[src/rtl/gng_mul.sv]
// Shared signed 33 by 33 multiplier with a registered product.
`default_nettype none
module gng_mul (
  input  wire logic               clk_i,
  input  wire logic signed [32:0] a_i,
  input  wire logic signed [32:0] b_i,
  output logic signed [65:0]      p_o
);

  always_ff @(posedge clk_i) begin
    p_o <= a_i * b_i;
  end

endmodule
`default_nettype wire
[config.mk]
export PLATFORM = sky130hd
export DESIGN_NAME = gng_mul
export DESIGN_NICKNAME = d
export VERILOG_FILES = /design/src/rtl/gng_mul.sv
export SDC_FILE = /design/constraint.sdc
export NUM_CORES = 2
export LEC_CHECK = 0
export BUFFER_PORTS_ARGS = -buffer_cell sky130_fd_sc_hd__clkbuf_2
export CORE_MARGIN = 2
export CORE_UTILIZATION = 46
export CTS_CLUSTER_DIAMETER = 30
export DETAILED_ROUTE_END_ITERATION = 10
export SYNTH_ARGS = -nofsm -noshare
export SYNTH_HDL_FRONTEND = slang
export SYNTH_SLANG_ARGS = --single-unit
[constraint.sdc]
create_clock -name clk_i -period 10.87 [get_ports clk_i]
set_clock_uncertainty 0.05 [all_clocks]
set_input_delay 2.7175 -clock clk_i [delete_from_list [all_inputs] [get_ports clk_i]]
set_output_delay 2.7175 -clock clk_i [all_outputs]
set_load 0.005 [all_outputs]
[Word-level counts from Yosys, hierarchy flattened]
Cells that the tools add are included.
Word-level totals
  bits in read-only memories: 0
  memories kept: 0
  logic and storage cells: 2
  bits in writable memories: 0
  output and inout bits: 66
  input port bits: 67
  register bits after elaboration: 66
  latch bits: 0
Operators by class
  multiplexer cells: 0
  $lt $le $gt $ge: 0
  add/subtract/negate cells: 0
  div/mod/pow operators: 0
  bitwise gates (word level): 0
  multiply operators: 1
  shift operators: 0
  equal/unequal tests: 0
  reductions and logical operators: 0
Operator list (count)
  33-bit by 33-bit multiplier with 66-bit output: 1

[Logic depth before layout (Yosys ltp)]
  depth after elaboration: 1
  mapped depth: 27
  mapped depth without buffers: 26

[Worst setup path after synthesis]
No wires, ideal clock.
  path kind: input-to-reg
  start: input port a_i[32]
  end: register p_o[62]
  arrival time: 9875 ps
  stages: 23
  path slack: 866 ps
  buffers on the path: 2
  cell sequence: clkbuf_1 -> nand2_1 -> inv_1 -> fa_1 -> fa_1 -> fa_1 -> fa_1 -> fa_1 -> fa_1 -> fa_1 -> inv_1 -> fa_1 -> inv_1 -> ha_1 -> clkbuf_1 -> and3_1 -> nand3_1 -> nand2b_1 -> a2111oi_4 -> a211oi_4 -> a21o_2 -> a21o_1 -> a211oi_2
Between the ends
  cells in the longest elaborated chain, start to end: 1
RTL lines
  start: declaration: line 5  | input wire logic signed [32:0] a_i,
  33-bit by 33-bit multiplier with 66-bit output: line 11  | p_o <= a_i * b_i;
  end signal: assignment: line 11
  end: declaration: line 7  | output logic signed [65:0] p_o
No other way between the ends.

[Worst setup path in the final report]
  start: input port b_i[13]
  end: register p_o[58]
Between the ends
  cells in the longest elaborated chain, start to end: 1
RTL lines
  start: declaration: line 6  | input wire logic signed [32:0] b_i,
  33-bit by 33-bit multiplier with 66-bit output: line 11
No other way between the ends.

==> metrics.md <==
| Metric | Value |
|---|---|
| Run status | `finished, final reports clean` |
| Clock input transition at the sequential cells of the worst setup and hold paths | `~70 ps` |
| First-pass GRT wire length | `~170000 microns` |
| Time the final worst path needs with I/O delays and setup | `10120 ps` |
| Largest stage delay on the critical path | `620 ps` |
| CTS Hold Buffers Added | `0` |
| Setup repair after global routing missed its margin | `false` |
| F_max | `roughly 99 MHz` |
| Vias per Instance | `about 5.1` |
| Syn_area_per_cell | `9.39 sq um` |
| Hold Fails Final Rpt | `0` |
| PostCTS Resize Cnt | `0` |
| Syn Inst Count | `between 4000 and 5000` |
| All-Layer GR Usage | `0.250` |
| Master cell of the clock root buffer | `clkbuf_16` |
| Type of the worst setup path | `primary input to flip-flop` |
| Crit-path max FO | `29` |
| Register name with the most flops | `p_o` |
| Most area-hungry cell type in the Yosys netlist | `fa_1` |
| Cell Rows | `109` |
| Number of synthesis warnings | `0` |
| Critical Path Sink | `p_o[58]` |
| Number of enable flip-flop cells after synthesis | `0` |
| GR Util met3 | `0.0301` |
| First-pass iteration count of the detailed router | `5` |
| Required @ worst endpoint | `between 10000 and 15000 ps` |
| Routed via count | `~28000` |
| Critical Path Slowest Stage Cell | `fa_1` |
| M2 GR Usage | `0.440` |
| Core box area | `slightly below 90000 sq um` |
| Starting utilization of the core area | `0.462` |
| Unique cell type count in the Yosys netlist | `80` |
| Kind of start point of the critical path | `primary input` |
| Part of the Yosys area used for sequential elements | `0.0324` |
| Total Die Area | `slightly above 90000 sq um` |
| Number of global-route vias before repair | `30500` |
| Die Span X | `302 microns` |
| Number of pins exceeding their max-slew limit in the final report | `0` |
| Count of buffers from port buffering | `around 130` |
| Final worst path period share | `0.931` |
| Final weighted congestion in routability-driven placement | `0.913` |
| Synth Cell Area | `between 40000 and 50000 sq um` |
| Maximum number of pins on one net before global-route repair | `34` |
| Wire length reported by the detailed router | `approximately 110000 microns` |
| Bufs on Longest Clock Path | `2` |
| Number of remaining DRC errors | `0` |
| Final setup violation count | `0` |
| Setup repair bufs after CTS | `0` |
| Worst-case headroom to the max-slew limit | `0.320` |
| Top cell by count, worst path | `fa_1` |
| Syn Nets | `5767` |
| # H-tree levels | `3` |
| Antenna-violating nets left | `0` |
| Routed wire per std cell | `19.2 microns` |
| Worst Setup SP | `b_i[13]` |
| Most crowded layer after global routing | `met2` |
| Signal arrival time at the worst endpoint | `10340 ps` |
| Ranking of synthesized cells by area | `fa_1 56%, inv_1 10%, and2_1 8.6%, ha_1 6.7%, nand2_1 5.1%` |
| Met1 usage | `0.312` |
| Asr flop ratio synth | `0` |
| Post-synthesis to final-layout area growth | `6.21%` |
| Post-route setup TNS | `0 ps` |
| Top_reg_cell synth | `dfxtp_1` |
| Largest regs | `p_o: 66 flops` |
| Number of flip-flops in the largest register | `66` |
| Pin slew with the least headroom to its limit | `between 1000 and 1500 ps` |
| Nets | `about 5800` |
| Count of state elements after synthesis | `between 60 and 70` |
| Clock tree from TritonCTS | `yes` |
| Number of placed I/O pins | `~130` |
| Violation count after the first detailed-routing iteration | `1482` |
| Layout cell share with drive strength beyond 1 | `0.0685` |
| Hold Path Class | `primary input to flip-flop` |
| Floorplan die height | `roughly 300 microns` |
| CTS buffer count | `9` |
| Endpoint class of the critical path | `flip-flop` |
| Gr ovfl total | `0` |
| Sum of net half-perimeters after detailed placement | `about 94000 microns` |
| Total number of clock tree sinks | `66` |
| Max-cap violations | `0` |
| Proportion of netlist area held by the largest area contributor | `0.563` |
| Antenna violations before repair | `3` |
==> worst max-delay path, delay by kind of cell <==
kind | cells | cell delay (ps)
AOI/OAI and AO/OA | 6 | 1480
adders and majority gates | 9 | 4480
buffers and inverters | 7 | 1060
and+or+nand+nor | 3 | 540
==> per-layer routing <==
layer | up-vias | wire, microns
li1 | 12400 | -
met1 | 14900 | 41000
met2 | 677 | 56100
met3 | 158 | 4560
met4 | 6 | 4790
met5 | - | 39
==> cells in the final DEF, fill, tap and decap left out, types with 7 or more instances in the layout <==
cell       instances
a31oi_1            8
nand3_1           25
fa_1            1145
ha_1             217
xnor2_1           43
a211oi_1           7
dfxtp_1           66
o21bai_1          11
clkbuf_2         132
o21ai_0           25
xor2_1            25
a21oi_1           57
nor3_1             7
clkbuf_16          9
nand4_1           11
nand2b_1          12
nor2_1            68
nand2_1          551
buf_12             7
inv_1           1131
a21o_1            36
and2_1           562
buf_4            110
==> cell usage after synthesis (all sizes together), types with 3 or more instances <==
master / number
a211o: 6
a211oi: 11
a21boi: 3
a21o: 38
a21oi: 61
a221oi: 3
a31oi: 9
and2: 563
and3: 6
and4: 5
buf: 13
clkbuf: 208
dfxtp: 66
fa: 1145
ha: 217
inv: 1131
nand2: 551
nand2b: 12
nand3: 26
nand4: 12
nor2: 68
nor2b: 5
nor3: 7
nor4: 3
o211ai: 5
o21a: 6
o21ai: 33
o21bai: 11
o31ai: 7
or2: 3
or3: 3
xnor2: 43
xor2: 25
==> final cells by class <==
type                       count  area (sq um)
inverter                    1131          4250
tap                         1165          1460
timing repair buffer         249          1630
antenna                        1          2.50
multi-input combinational   2920         34300
clock inverter                 3          40.0
sequential                    66          1320
fill                        8470         44800
clock buffer                  11           253
==> metrics by stage <==
stage | setup slack, ps | hold WS (ps) | utilization | cell area [sq um] | instances
after global placement | 517 | 3040 | 0.488 | 43000 | 5531
after floorplan | 866 | 2790 | - | 40700 | 4338
final | 754 | 2860 | 0.491 | 43300 | 5546
after global routing | 504 | 2880 | 0.491 | 43300 | 5545
after CTS | 831 | 2830 | 0.491 | 43300 | 5545
after detailed placement | 400 | 3040 | 0.488 | 43000 | 5531
==> worst min path at each step <==
stage	start	cells after the start	end
floorplan	a_i[0]	1	p_o[0]
global placement	p_o[7]	1	p_o[7]
detailed placement	p_o[7]	1	p_o[7]
CTS	b_i[0]	2	p_o[0]
global route	b_i[0]	2	p_o[0]
finish	b_i[0]	2	p_o[0]
==> cells by family (layout without fill, tap and decap cells) <==
group           count (synthesis)  after routing  synth area share
xor+xnor                       68             68            0.0146
compound gates                219            219            0.0407
buf+inv                      1352           1394             0.125
fa+ha+maj                    1362           1362             0.629
flops                          66             66            0.0324
other cells                     0              1                 0
simple gates                 1271           1271             0.158
Power is not shown: default switching activity piles up to over one toggle a cycle in this logic, so the estimate is an artifact.
